--- src/hdl/ddo_pkg.sv ---
package ddo_pkg;

    localparam int COUNT_BITS   = 16;
    localparam int GAIN_W       = 32;
    localparam int ACC_W        = 64;
    localparam int ANG_W        = 48;
    localparam int HEADING_W    = 16;
    localparam int CORDIC_STEPS = 24;
    localparam int IDX_W        = $clog2(CORDIC_STEPS);
    localparam int XY_W         = 32;
    localparam int MUL_W        = 32;
    localparam int Q_SHIFT      = 30;
    localparam int CFG_IDX_W    = 4;

    // sum and difference of two counts, their magnitude times a gain
    localparam int SUM_W    = COUNT_BITS + 1;
    localparam int DS_MAG_W = COUNT_BITS + GAIN_W;
    localparam int DS_W     = DS_MAG_W + 1;
    localparam int HI_W     = DS_MAG_W - Q_SHIFT;
    localparam int MAG_W    = HI_W + MUL_W + 1;

    localparam logic signed [XY_W-1:0] CORDIC_K    = XY_W'(652032874);
    localparam logic [63:0]            TWO_PI_Q60  = 64'h6487_ED51_10B4_611A;

    localparam logic [CFG_IDX_W-1:0] REG_LIN_GAIN = CFG_IDX_W'(0);
    localparam logic [CFG_IDX_W-1:0] REG_ANG_GAIN = CFG_IDX_W'(1);

    typedef logic [CORDIC_STEPS-1:0][ANG_W-1:0] atan_tbl_t;

    // floor(2^e / d) by restoring long division
    function automatic logic [63:0] pow2_div(input int e, input logic [63:0] d);
        logic [63:0] rem;
        logic [63:0] quo;
        rem = '0;
        quo = '0;
        for (int b = 63; b >= 0; b--) begin
            rem = {rem[62:0], (b == e)};
            quo = {quo[62:0], 1'b0};
            if (rem >= d) begin
                rem    = rem - d;
                quo[0] = 1'b1;
            end
        end
        return quo;
    endfunction

    // arctangent of 2^-i as binary angle, 2^48 per turn
    function automatic atan_tbl_t build_atan_tbl();
        atan_tbl_t   tbl;
        logic [63:0] rad;
        logic [63:0] r;
        logic [63:0] q;
        int          e;
        tbl = '0;
        for (int i = 0; i < CORDIC_STEPS; i++) begin
            if (i == 0) begin
                tbl[i] = ANG_W'(1) << (ANG_W - 3);
            end else begin
                rad = '0;
                for (int k = 0; i * (2 * k + 1) <= 62; k++) begin
                    e = 62 - i * (2 * k + 1);
                    if ((k & 1) != 0) begin
                        rad = rad - pow2_div(e, 64'(2 * k + 1));
                    end else begin
                        rad = rad + pow2_div(e, 64'(2 * k + 1));
                    end
                end
                r = rad;
                q = '0;
                for (int n = 0; n < ANG_W - 2; n++) begin
                    r = r << 1;
                    q = q << 1;
                    if (r >= TWO_PI_Q60) begin
                        r    = r - TWO_PI_Q60;
                        q[0] = 1'b1;
                    end
                end
                tbl[i] = q[ANG_W-1:0];
            end
        end
        return tbl;
    endfunction

    localparam atan_tbl_t ATAN_TBL = build_atan_tbl();

endpackage

--- src/hdl/ddo_mul.sv ---
module ddo_mul (
    input  logic                       aclk,
    input  logic [ddo_pkg::MUL_W-1:0]  a,
    input  logic [ddo_pkg::MUL_W-1:0]  b,
    output logic [2*ddo_pkg::MUL_W-1:0] p
);
    import ddo_pkg::*;

    logic [2*MUL_W-1:0] p_reg;

    always_ff @(posedge aclk) begin
        p_reg <= a * b;
    end

    assign p = p_reg;

endmodule

--- config.mk ---
export PLATFORM = sky130hd
export DESIGN_NAME = ddo_mul
export DESIGN_NICKNAME = d
export VERILOG_FILES = /design/src/hdl/ddo_pkg.sv /design/src/hdl/ddo_mul.sv
export SDC_FILE = /design/constraint.sdc
export NUM_CORES = 2
export LEC_CHECK = 0
export BUFFER_PORTS_ARGS = -buffer_cell sky130_fd_sc_hd__buf_2
export CAP_MARGIN = 40
export CORE_ASPECT_RATIO = 1.25
export CORE_MARGIN = 2
export CORE_UTILIZATION = 50
export DETAILED_ROUTE_END_ITERATION = 8
export PLACE_DENSITY = 0.77
export SETUP_SLACK_MARGIN = 0.15
export SLEW_MARGIN = 20
export SYNTH_ARGS = -nofsm -noshare
export SYNTH_HDL_FRONTEND = slang
export SYNTH_SLANG_ARGS = --single-unit
--- constraint.sdc ---
create_clock -name aclk -period 7.7 [get_ports aclk]
set_clock_uncertainty 0.05 [all_clocks]
set_input_delay 0.77 -clock aclk [delete_from_list [all_inputs] [get_ports aclk]]
set_output_delay 0.77 -clock aclk [all_outputs]
set_load 0.02 [all_outputs]
* Yosys cells after proc, flatten, opt, wreduce, memory -nomap -nowiden
Index checks and enable logic that the tools add are counted.
** Storage, ports and cells
- Bits in registers :: 64
- Latch bits :: 0
- Memory bits (writable) :: 0
- ROM bits :: 0
- Input port bits :: 65
- Word-level logic and storage cells :: 2
- Memories :: 0
** Cells by class
- $add $sub $neg :: 0
- Multiply operators :: 1
- Div/mod/pow operators :: 0
- $lt $le $gt $ge :: 0
- Equal/unequal tests :: 0
- Shift operators :: 0
- Multiplexer cells :: 0
- Bitwise operators :: 0
- Reductions and logical operators :: 0
** Operators by type and width (count)
- $mul 32x32->64 :: 1

* Longest topological paths before layout
- Depth after elaboration :: 1
- Gate-level depth with buffers :: 29
- Depth with buffers taken out :: 27

* Worst setup path before layout
No wires, ideal clock.
- Path kind :: input to register
- Start point :: input port a[25] (netlist bit)
- End point :: register p_reg[62] (netlist: p[62])
- Library setup time :: 0.072 ns
- Data arrival time :: 7.451 ns
- Data required time :: 7.578 ns
- Slack :: 0.127 ns
- Cell stages on the path :: 25
- Cell sequence :: clkbuf_1 > nand2_1 > fa_1 > inv_1 > fa_1 > inv_1 > fa_1 > inv_1 > fa_1 > fa_1 > fa_1 > fa_1 > inv_1 > fa_1 > inv_1 > ha_1 > buf_2 > nand4_1 > or4_1 > or3_1 > a31oi_1 > a31o_2 > a211oi_1 > o21ai_1 > xor2_1
** On the way
- Cells in the longest elaborated chain, start to end :: 1
** Ends and longest elaborated chain
- from (decl) :: line ddo_mul.sv:3 : input logic [ddo_pkg::MUL_W-1:0] a,
- $mul 32x32->64 :: line ddo_mul.sv:12 : p_reg <= a * b;
- to (signal assigned) :: line ddo_mul.sv:12
- to (decl) :: line ddo_mul.sv:9 : logic [2*MUL_W-1:0] p_reg;
No other way between the ends.

* Worst setup path in the final report
- Start point :: input port a[11] (netlist bit)
- End point :: register p_reg[63] (netlist: p[63])
Same word-level chain as after synthesis.

==> reports/qor.yml <==
run_status:
  status: "finished clean"
finish:
  multi_input_area_um2: 29600
  seqCellArea_um2: 1280
  fillers: 5733
  drive_gt1_share_pct: 13.5
  final_cell_mix: "fa_1 (879), inv_1 (852), and2_1 (589), nand2_1 (478), buf_4 (267)"
  largest_register_ffs: 64
  area_growth_pct: 13.1
  final_common_cell: "fa_1"
  final_core_util_pct: 57.3
  finalNetCount: 5192
sta:
  period_share_pct: 96.6
  period_minus_slack_ns: 7.44
  slew_headroom_pct: 58.4
  grt_setup_unrepaired: "yes"
  slew_violations: 0
  hold_viol_final: 0
  setup_viol: 0
  timing.fmax_mhz: 134
  tightest_slew_ns: 0.620
  hold_ws_ns: 1.04
logic_synthesis:
  ys_top_cells_by_area: "fa_1 (52%), and2_1 (11%), ha_1 (9.5%)"
  ys_types: 57
  synthMuxAreaShare_pct: 0.0289
  syn_nets: 4972
  synth_top_cell_area_share_pct: 51.7
  synth_xor_area_share_pct: 1.52
  synth_top_family_by_area: "adder cells"
  synth_compound_area_share_pct: 4.15
  synthCells: 3748
  synthArstFlopShare_pct: 0
  synth-edff-count: 0
  synth_top_cell_by_area: "fa_1"
  yosys_warnings: 0
  avgSynthCellArea_um2: 9.25
  synth_adder_area_share_pct: 61.2
  yosysSeqAreaShare_pct: 3.69
  ys.flop_type: "dfxtp_1"
  ys_ff_latch: 64
  synthSimpleGateAreaFrac_pct: 17.6
  syn_area_um2: 34700
worst_setup_path:
  crit_required_ns: 7.95
  arrival_ns: 7.68
  start_kind: "input pin"
  crit_top_cell: "fa_1"
  cp_max_fo: 12
  path_class: "in2reg"
  critPathTopFamily: "adder cells"
  cp_num_buf_inv: 6
  crit_slowest_cell: "fa_1"
  crit_path_end_kind: "register"
  critPathMaxStageDelay_ns: 0.54
cts:
  cts_tree: "yes"
  cts_buffer_depth: 2
  clkTransAtPathRegs_ns: 0.06
  numCtsBuffers: 9
  clock_sinks: 64
  postCtsHoldBufs: 0
  cts-root-buf: "clkbuf_16"
  htree_levels: 3
route:
  dr.pass1.iters: 7
  vias_per_cell: 5.33
  routedWlPerCell_um: 19.0
  drc: 0
  vias: 26100
  postRouteAntennaNets: 0
  finalWirelength_um: 93300
  initialDrtViolationCount: 1453
floorplan:
  num_rows: 107
  coreArea_um2: 68400
  start_util_pct: 50.7
  die_area_um2: 71500
  ios: 129
  die_w_um: 240
  die_h_um: 298
grt:
  grt_max_degree: 33
  track_usage_pct: 27.1
  grt_first_pass_wirelength_um: 150000
  first_global_vias: 29400
  grt_overflow: 0
  antenna_found_initial: 2
hold_path:
  hold_class: "in2reg"
placement:
  gp_congestion: 0.939
  hpwl_um: 80900
  io_buffers: 128
flow_run:
  drv_cap: 0
cell usage after synthesis, types with 3 or more instances:
master	count
fa_1	896
inv_1	865
and2_1	602
nand2_1	480
ha_1	263
clkbuf_1	213
dfxtp_1	64
a21oi_1	63
a21o_1	40
xnor2_1	35
xor2_1	25
nand4_1	23
o21ai_0	21
nor2_1	20
and3_1	14
a31oi_1	12
nand3_1	10
o21bai_1	10
o21a_1	9
nor3_1	7
buf_2	6
o21ai_1	5
a221o_1	4
a211oi_1	3
a21boi_1	3
a21oi_2	3
a221oi_4	3
and4_1	3
o221ai_1	3
o31ai_4	3
or2_2	3
or3_1	3
or4_1	3
through the flow:
step / instance area [um^2] / cells / TNS [ns] / setup WS, ns
floorplan: 34700 / 3748 / 0 / 0.165
global placement: 38000 / 4870 / -4.08 / -0.349
detailed placement: 38000 / 4870 / -5.40 / -0.370
CTS: 38400 / 4886 / 0 / 0.161
global route: 39200 / 4899 / 0 / 0.0541
finish: 39200 / 4901 / 0 / 0.265
per-layer routing:
layer | GRT usage, % | vias up | wire, um
li1 | - | 11300 | -
met1 | 29.1 | 13400 | 31200
met2 | 49.1 | 1018 | 49600
met5 | 0 | - | 0
met3 | 3.36 | 361 | 4970
met4 | 18.8 | 0 | 7520
what timing repair did:
action                     4_1_cts  5_1_grt
buffers inserted                 0       10
gates resized for setup         35      183
cloned                           0        3
setup endpoints to repair       12       23
pin swaps                       14       81
worst paths after layout:
path,startpoint,to,slack [ns],cells after the start
setup / recovery,a[11],p[63]$_DFF_P_,0.26,25
hold / removal,a[0],p[0]$_DFF_P_,1.04,3
cell families (layout without fill, tap and decap cells):
logic type               count (synthesis)  count (layout)
other                                    0               2
AND/OR/NAND/NOR                       1177            1177
multiplexers                             1               1
AO/OA/AOI/OAI                          202             202
flip-flops                              64              64
adder cells (fa/ha/maj)               1159            1159
buffers and inverters                 1085            1310
XOR/XNOR                                60              60
layout make-up:
class	count	area share, %
multi-input cells	2599	75.6
repair buffers	429	9.10
inverters	865	8.28
flip-flops and latches	64	3.27
well taps	926	2.95
clock buffers	12	0.680
clock inverters	4	0.131
diodes	2	0.0128
Power is not shown: default switching activity piles up to over one toggle a cycle in this logic, so the estimate is an artifact.
