<file path="config.mk">
export PLATFORM = sky130hd
export DESIGN_NAME = ddo_cordic
export DESIGN_NICKNAME = d
export VERILOG_FILES = /design/src/hdl/ddo_pkg.sv /design/src/hdl/ddo_cordic.sv
export SDC_FILE = /design/constraint.sdc
export NUM_CORES = 1
export LEC_CHECK = 0
export ABC_AREA = 1
export BUFFER_PORTS_ARGS = -buffer_cell sky130_fd_sc_hd__buf_2
export CAP_MARGIN = 20
export CORE_UTILIZATION = 41
export CTS_BUF_LIST = sky130_fd_sc_hd__clkbuf_8
export CTS_CLUSTER_DIAMETER = 120
export DETAILED_ROUTE_END_ITERATION = 8
export PLACE_DENSITY = 0.64
export SETUP_SLACK_MARGIN = 0.05
export SYNTH_ARGS = -nofsm -noshare
export SYNTH_HDL_FRONTEND = slang
export SYNTH_SLANG_ARGS = --single-unit
</file>
<file path="constraint.sdc">
create_clock -name aclk -period 6.2 [get_ports aclk]
set_input_delay 0 -clock aclk [delete_from_list [all_inputs] [get_ports aclk]]
set_output_delay 0 -clock aclk [all_outputs]
set_load 0.01 [all_outputs]
</file>
<file path="src/hdl/ddo_pkg.sv">
package ddo_pkg;

    localparam int COUNT_BITS   = 16;
    localparam int GAIN_W       = 32;
    localparam int ACC_W        = 64;
    localparam int ANG_W        = 48;
    localparam int HEADING_W    = 16;
    localparam int CORDIC_STEPS = 24;
    localparam int IDX_W        = $clog2(CORDIC_STEPS);
    localparam int XY_W         = 32;
    localparam int MUL_W        = 32;
    localparam int Q_SHIFT      = 30;
    localparam int CFG_IDX_W    = 4;

    // sum and difference of two counts, their magnitude times a gain
    localparam int SUM_W    = COUNT_BITS + 1;
    localparam int DS_MAG_W = COUNT_BITS + GAIN_W;
    localparam int DS_W     = DS_MAG_W + 1;
    localparam int HI_W     = DS_MAG_W - Q_SHIFT;
    localparam int MAG_W    = HI_W + MUL_W + 1;

    localparam logic signed [XY_W-1:0] CORDIC_K    = XY_W'(652032874);
    localparam logic [63:0]            TWO_PI_Q60  = 64'h6487_ED51_10B4_611A;

    localparam logic [CFG_IDX_W-1:0] REG_LIN_GAIN = CFG_IDX_W'(0);
    localparam logic [CFG_IDX_W-1:0] REG_ANG_GAIN = CFG_IDX_W'(1);

    typedef logic [CORDIC_STEPS-1:0][ANG_W-1:0] atan_tbl_t;

    // floor(2^e / d) by restoring long division
    function automatic logic [63:0] pow2_div(input int e, input logic [63:0] d);
        logic [63:0] rem;
        logic [63:0] quo;
        rem = '0;
        quo = '0;
        for (int b = 63; b >= 0; b--) begin
            rem = {rem[62:0], (b == e)};
            quo = {quo[62:0], 1'b0};
            if (rem >= d) begin
                rem    = rem - d;
                quo[0] = 1'b1;
            end
        end
        return quo;
    endfunction

    // arctangent of 2^-i as binary angle, 2^48 per turn
    function automatic atan_tbl_t build_atan_tbl();
        atan_tbl_t   tbl;
        logic [63:0] rad;
        logic [63:0] r;
        logic [63:0] q;
        int          e;
        tbl = '0;
        for (int i = 0; i < CORDIC_STEPS; i++) begin
            if (i == 0) begin
                tbl[i] = ANG_W'(1) << (ANG_W - 3);
            end else begin
                rad = '0;
                for (int k = 0; i * (2 * k + 1) <= 62; k++) begin
                    e = 62 - i * (2 * k + 1);
                    if ((k & 1) != 0) begin
                        rad = rad - pow2_div(e, 64'(2 * k + 1));
                    end else begin
                        rad = rad + pow2_div(e, 64'(2 * k + 1));
                    end
                end
                r = rad;
                q = '0;
                for (int n = 0; n < ANG_W - 2; n++) begin
                    r = r << 1;
                    q = q << 1;
                    if (r >= TWO_PI_Q60) begin
                        r    = r - TWO_PI_Q60;
                        q[0] = 1'b1;
                    end
                end
                tbl[i] = q[ANG_W-1:0];
            end
        end
        return tbl;
    endfunction

    localparam atan_tbl_t ATAN_TBL = build_atan_tbl();

endpackage

</file>
<file path="src/hdl/ddo_cordic.sv">
module ddo_cordic (
    input  logic                              aclk,
    input  logic                              aresetn,
    input  logic                              start,
    input  logic [ddo_pkg::ANG_W-1:0]         angle,
    output logic                              done,
    output logic signed [ddo_pkg::XY_W-1:0]   cos_out,
    output logic signed [ddo_pkg::XY_W-1:0]   sin_out
);
    import ddo_pkg::*;

    typedef enum logic [1:0] {
        S_IDLE,
        S_ROT,
        S_MAP
    } state_t;

    state_t                    state_reg;
    logic [IDX_W-1:0]          cnt_reg;
    logic [1:0]                quad_reg;
    logic signed [XY_W-1:0]    x_reg;
    logic signed [XY_W-1:0]    y_reg;
    logic signed [ANG_W-1:0]   z_reg;
    logic signed [XY_W-1:0]    cos_reg;
    logic signed [XY_W-1:0]    sin_reg;
    logic                      done_reg;

    logic signed [XY_W-1:0]    dx;
    logic signed [XY_W-1:0]    dy;
    logic signed [ANG_W-1:0]   rot;

    assign dx  = y_reg >>> cnt_reg;
    assign dy  = x_reg >>> cnt_reg;
    assign rot = $signed(ATAN_TBL[cnt_reg]);

    always_ff @(posedge aclk) begin
        if (!aresetn) begin
            state_reg <= S_IDLE;
            done_reg  <= 1'b0;
        end else begin
            done_reg <= (state_reg == S_MAP);
            unique case (state_reg)
                S_IDLE: begin
                    if (start) begin
                        x_reg     <= CORDIC_K;
                        y_reg     <= '0;
                        z_reg     <= $signed({2'b00, angle[ANG_W-3:0]});
                        quad_reg  <= angle[ANG_W-1:ANG_W-2];
                        cnt_reg   <= '0;
                        state_reg <= S_ROT;
                    end
                end
                S_ROT: begin
                    // rotate toward zero residual angle
                    if (!z_reg[ANG_W-1]) begin
                        x_reg <= x_reg - dx;
                        y_reg <= y_reg + dy;
                        z_reg <= z_reg - rot;
                    end else begin
                        x_reg <= x_reg + dx;
                        y_reg <= y_reg - dy;
                        z_reg <= z_reg + rot;
                    end
                    cnt_reg <= cnt_reg + IDX_W'(1);
                    if (cnt_reg == IDX_W'(CORDIC_STEPS - 1)) begin
                        state_reg <= S_MAP;
                    end
                end
                S_MAP: begin
                    unique case (quad_reg)
                        2'd0: begin
                            cos_reg <= x_reg;
                            sin_reg <= y_reg;
                        end
                        2'd1: begin
                            cos_reg <= -y_reg;
                            sin_reg <= x_reg;
                        end
                        2'd2: begin
                            cos_reg <= -x_reg;
                            sin_reg <= -y_reg;
                        end
                        default: begin
                            cos_reg <= y_reg;
                            sin_reg <= -x_reg;
                        end
                    endcase
                    state_reg <= S_IDLE;
                end
                default: state_reg <= S_IDLE;
            endcase
        end
    end

    assign done    = done_reg;
    assign cos_out = cos_reg;
    assign sin_out = sin_reg;

endmodule

</file>
# After elaboration in Yosys (flattened, before gate mapping)
# Memory sizes are Yosys's and may differ from the RTL's. A register that Yosys moved wholly into a read port is not among the register bits.
# Index checks and enable logic that the tools add are counted.
op_classes:
  n_addsub: 9
  eq_ne: 7
  shifts: 2
  n_reduce_logical: 7
  order_cmp: 1
  n_mux: 18
op_table:
  columns: ["cell", "n"]
  rows:
  - ["$pmux 32 s3", 2]
  - ["$mux 48", 3]
  - ["$mux 32", 4]
  - ["$pmux 32 s2", 2]
  - ["$pmux 48 s2", 1]
  - ["$add 32x32->32", 2]
  - ["$neg 32->32", 2]
  - ["$sshr 32x5->32", 2]
  - ["$sub 32x32->32", 2]
  - ["$add 48x48->48", 1]
  - ["$sub 48x48->48", 1]
  - ["$mux 5", 2]
  - ["$pmux 5 s2", 1]
  - ["$lt 5x6->1 const B", 1]
  - ["$reduce_and 3->1", 2]
  - ["$add 5x1->5 const B", 1]
  - ["$eq 5x5->1 const B", 1]
  - ["$eq 2x1->1 const B", 2]
  - ["$eq 2x2->1 const B", 2]
  - ["$logic_not 2->1", 2]
  - ["$mux 2", 2]
  - ["$ne 2x2->1 const B", 2]
  - ["$pmux 2 s2", 1]
  - ["$reduce_and 2->1", 2]
  - ["$reduce_bool 2->1", 1]
totals:
  register_bits: 186
  elab_cells: 54
  romBits: 1536
  inputBits: 51
  memories: 1
memory_table:
  columns: ["name", "depth", "width", "rd", "rd_clocked_by_memory_dff", "write_ports", "line", "text"]
  rows:
  - ["(no name shown)", 32, 48, 1, 1, 0, "ddo_cordic.sv:34", "assign rot = $signed(ATAN_TBL[cnt_reg]);"]

# Longest topological paths before layout
depth:
  ltp_word: 5
  depth_mapped: 33
  depth_no_buf: 31

# Worst setup path after synthesis
# Ideal clock, no wire load.
synth_path:
  path_kind: "register -> register"
  startpoint: "reg state_reg[0]"
  endpoint: "reg, netlist name rot[27]"
  t_arrival_ns: 5.836
  stages_incl_launch_ff: 11
  synth_period_minus_slack_ns: 5.910
  path_slack_ns: 0.290
  setup_time_ns: 0.074
  path_cell_list: "dfxtp_1 -> o21ai_1 -> nor2_2 -> o21ai_0 -> inv_2 -> ha_1 -> nor2_1 -> inv_1 -> nand3_1 -> o21ai_0 -> o21ai_0"
synth_rtl:
  columns: ["item", "line", "text"]
  rows:
  - ["from (decl)", "ddo_cordic.sv:18", "state_t state_reg;"]
  - ["from (signal assigned)", "ddo_cordic.sv:38", "state_reg <= S_IDLE;"]
  - ["from (signal assigned)", "ddo_cordic.sv:50", "state_reg <= S_ROT;"]
  - ["from (signal assigned)", "ddo_cordic.sv:66", "state_reg <= S_MAP;"]

# Final worst setup path
layout_path:
  startpoint: "reg cnt_reg[0]"
  endpoint: "reg x_reg[26], data pin"
layout_via:
  elab_chain_len: 4
  elab_cells_between_ends: 5
  cone_classes: "add/sub: 2; shift: 1; mux: 2"
layout_lines:
  columns: ["item", "line", "text"]
  rows:
  - ["from (decl)", "ddo_cordic.sv:19", "logic [IDX_W-1:0] cnt_reg;"]
  - ["from (signal assigned)", "ddo_cordic.sv:64", "cnt_reg <= cnt_reg + IDX_W'(1);"]
  - ["$sshr 32x5->32 (*)", "ddo_cordic.sv:32", "assign dx = y_reg >>> cnt_reg;"]
  - ["$sub 32x32->32 or $add 32x32->32 (tied branches)", "ddo_cordic.sv:56, ddo_cordic.sv:60", null]
  - ["$mux 32 (*)", "ddo_cordic.sv:55", "if (!z_reg[ANG_W-1]) begin"]
  - ["$pmux 32 s2 (*)", "ddo_cordic.sv:42", "unique case (state_reg)"]
  - ["to (signal assigned)", "ddo_cordic.sv:56", "x_reg <= x_reg - dx;"]
  - ["to (signal assigned)", "ddo_cordic.sv:60", "x_reg <= x_reg + dx;"]
  - ["to (decl)", "ddo_cordic.sv:21", "logic signed [XY_W-1:0] x_reg;"]
# Mark *: on every way between the ends. The rest lies on a longest branch, timed or not.
# A chain may end at the register's enable or synchronous reset.

==> results.toml <==
[cts]
clock_latency_ns = 0.64
tritoncts = "yes"
cts-root-buf = "clkbuf_8"
cts_buffer_depth = 3
cts_sinks = 232
cts_resized = 0
cts_buffers = 45
htreeDepth = 2
cts.clk_slew.worst_paths_ns = 0.09

[route]
drc = 0
via_per_inst = 5.72
wire_per_inst_um = 19.5
drt-pass1-iter-count = 8
dr.first_iter.drc_count = 2938
ant_nets = 0
wl_um = 91400
num_vias = 26800

[placement]
place_ws_ns = 1.14
dp_cells = 4544
io_buffer_count = 115
gp_congestion = 1.00
dp_hpwl_um = 70000

[logic_synthesis]
yosys.area.top_type = "edfxtp_1"
synth_common_cells = "886 x nand2_1, 485 x nand3_1, 415 x inv_1"
ys_warn_count = 0
synth.top_cell.area_share_pct = 22.4
ys.flop_type = "edfxtp_1"
ys_seq_area_share_pct = 26.4
synth_most_common_cell = "nand2_1"
synth_seq_cells = 232
async_flop_share_pct = 0
syn_avg_cell_area_um2 = 6.51
synthCells = 3763
synth_cell_type_count = 62
synth_edf_count = 183
synth_area_leaders = "edfxtp_1 22%, nand2_1 14%, nand3_1 9.9%"
synthesis.area_mm2 = 0.0245
syn_nets = 3947

[sta]
tns_ns = 0
rsz0062_at_grt = "false"
hold_violations = 0
max_slew_margin_pct = 39.9
maxSlewViolCount = 0
timing.fmax_mhz = 190
worst_slack_ns = 0.938
worst_slew_pin_slew_ns = 0.893
min_period_ns = 5.26
finalCritPeriodShare_pct = 84.9
setup_viol = 0
finalClockSkew_ns = 0.0447

[worst_setup_path]
cp-end-kind = "flop"
critPathKind = "flop to flop"
critical-path-top-delay-family = "simple AND/OR/NAND/NOR gates"
arrival_ns = 5.60
worstPathRequired_ns = 6.54
max_stage_delay_ns = 0.64
cp_slowest_cell = "buf_4"
cp_max_fo = 69
worst-path-buf-inv = 2
crit_top_cell = "nand2_1"
cp-start-kind = "flop"

[cells_and_area]
area_growth_pct = 11.1
nets = 4053
layout-drive-gt1-share_pct = 8.92
largest_register_ffs = 48
num-fill-cells = 6275
fin_cells = 4679

[die]
ios = 116
dieArea_mm2 = 0.0608
rows = 89
core-area_mm2 = 0.0590
die_y_um = 246
initial_core_util_pct = 41.5
die_w_um = 246

[global_routing]
overflow = 0
grt_use_total_pct = 29.8
grt_start_max_net_pins = 83
first_global_vias = 24800
antenna_found_initial = 1
grt_pass1_wl_um = 141000

[worst_hold_path]
hold_class = "input port to flop"

[flow_run]
max_cap_violations = 0

[pwr]
power.leakage_nw = 12.4
p_per_area_mw_per_mm2 = 282
ir_worst_vdd_mv = 0.183
power_w = 0.00768

[outcome]
outcome = "completed"
area by class of cell:
| cell class | instances | area [um^2] | area share [%] |
|---|---|---|---|
| Antenna cell | 3 | 7.51 | 0.0276 |
| Clock buffer | 50 | 688 | 2.53 |
| Clock inverter | 31 | 297 | 1.09 |
| Inverter | 432 | 1630 | 5.98 |
| Multi-Input combinational cell | 2945 | 15700 | 57.8 |
| Sequential cell | 232 | 6480 | 23.8 |
| Tap cell | 773 | 967 | 3.55 |
| Timing Repair Buffer | 213 | 1440 | 5.29 |
worst register-to-register path, stage by stage, from the launching register on:
cell	delay [ns]
edfxtp_1	0.40
buf_4	0.64
nand2_1	0.18
nand3_1	0.14
nand3_1	0.13
nand3_1	0.11
o21ai_1	0.13
nand2_1	0.09
nand2_1	0.12
ha_1	0.31
nand2_1	0.06
o21ai_0	0.19
fa_1	0.50
nand3_1	0.08
nand3_1	0.10
inv_1	0.07
nor2_1	0.04
nor2_1	0.22
o21ai_0	0.23
a21boi_1	0.48
o21ai_0	0.23
nand2_1	0.13
o21ai_1	0.09
nand2_1	0.08
nand2_1	0.05
nand2_1	0.06
nand3_1	0.05
stage by stage:
stage	util (%)	hold WS, ns	instance area (um^2)
2_1_floorplan	-	0.0989	24500
3_3_place_gp	43.6	0.207	25700
3_5_place_dp	43.6	0.209	25700
4_1_cts	46.1	0.138	27200
5_1_grt	46.1	0.154	27200
6_report	46.1	0.150	27200
routing by layer:
metal  track usage, %  vias to the layer above  part of all wire, %  wire, um
li1                 -                    13000                    -         -
met1             36.8                    12300                   41     37300
met2             49.2                     1245                   45     41500
met3             4.30                      262                  7.5      6850
met4             17.3                        0                  6.4      5830
met5                0                        -                    0         0
timing repair:
action,in CTS,in global routing
setup endpoints to repair,0,0
hold buffers,51,0
buffers inserted,0,0
endpoints found under the hold margin,58,0
path summary, 6_finish.rpt:
check | start | end | depth (start not counted) | slack (ns)
worst max-delay path | cnt_reg[0]$_DFFE_PP_ | x_reg[26]$_SDFFCE_PN1P_ | 26 | 0.94
worst max register to register | cnt_reg[0]$_DFFE_PP_ | x_reg[26]$_SDFFCE_PN1P_ | 26 | 0.94
worst min-delay path | angle[46] | quad_reg[0]$_DFFE_PP_ | 2 | 0.15
worst min register to register | state_reg[0]$_SDFFE_PN0P_ | done$_SDFF_PN0_ | 1 | 0.60
power by group:
part	total (W)	switching (W)	internal (W)
sequential	0.00211	0.000238	0.00188
combinational	0.00382	0.00256	0.00126
clock	0.00175	0.000751	0.000994
total	0.00768	0.00355	0.00413
cells by family (layout without fill, tap and decap cells):
family	Yosys count	count (layout)	synth area share (%)
simple gates	1973	1973	35.2
buf+inv	586	726	9.52
xor+xnor	162	162	5.79
fa+ha+maj	133	133	6.88
other cells	0	3	0
compound gates	677	677	16.2
flops	232	232	26.4
cell usage in the layout (no fill, tap or decap), types with 24 or more instances in the layout:
| master | count |
|---|---|
| o22ai_1 | 24 |
| buf_2 | 115 |
| o21ai_0 | 207 |
| a21oi_1 | 224 |
| ha_1 | 130 |
| clkbuf_8 | 50 |
| nor3_1 | 48 |
| nand3_1 | 485 |
| edfxtp_1 | 183 |
| nor2_1 | 383 |
| nand2_1 | 885 |
| inv_1 | 419 |
| nand4_1 | 43 |
| xnor2_1 | 50 |
| dfxtp_1 | 49 |
| dlygate4sd3_1 | 51 |
| or2_2 | 26 |
| xor2_1 | 112 |
| a31oi_1 | 42 |
| o21ai_1 | 24 |
| o2111ai_1 | 27 |
| buf_4 | 47 |
Note: power is estimated with default switching activity, not from simulation.
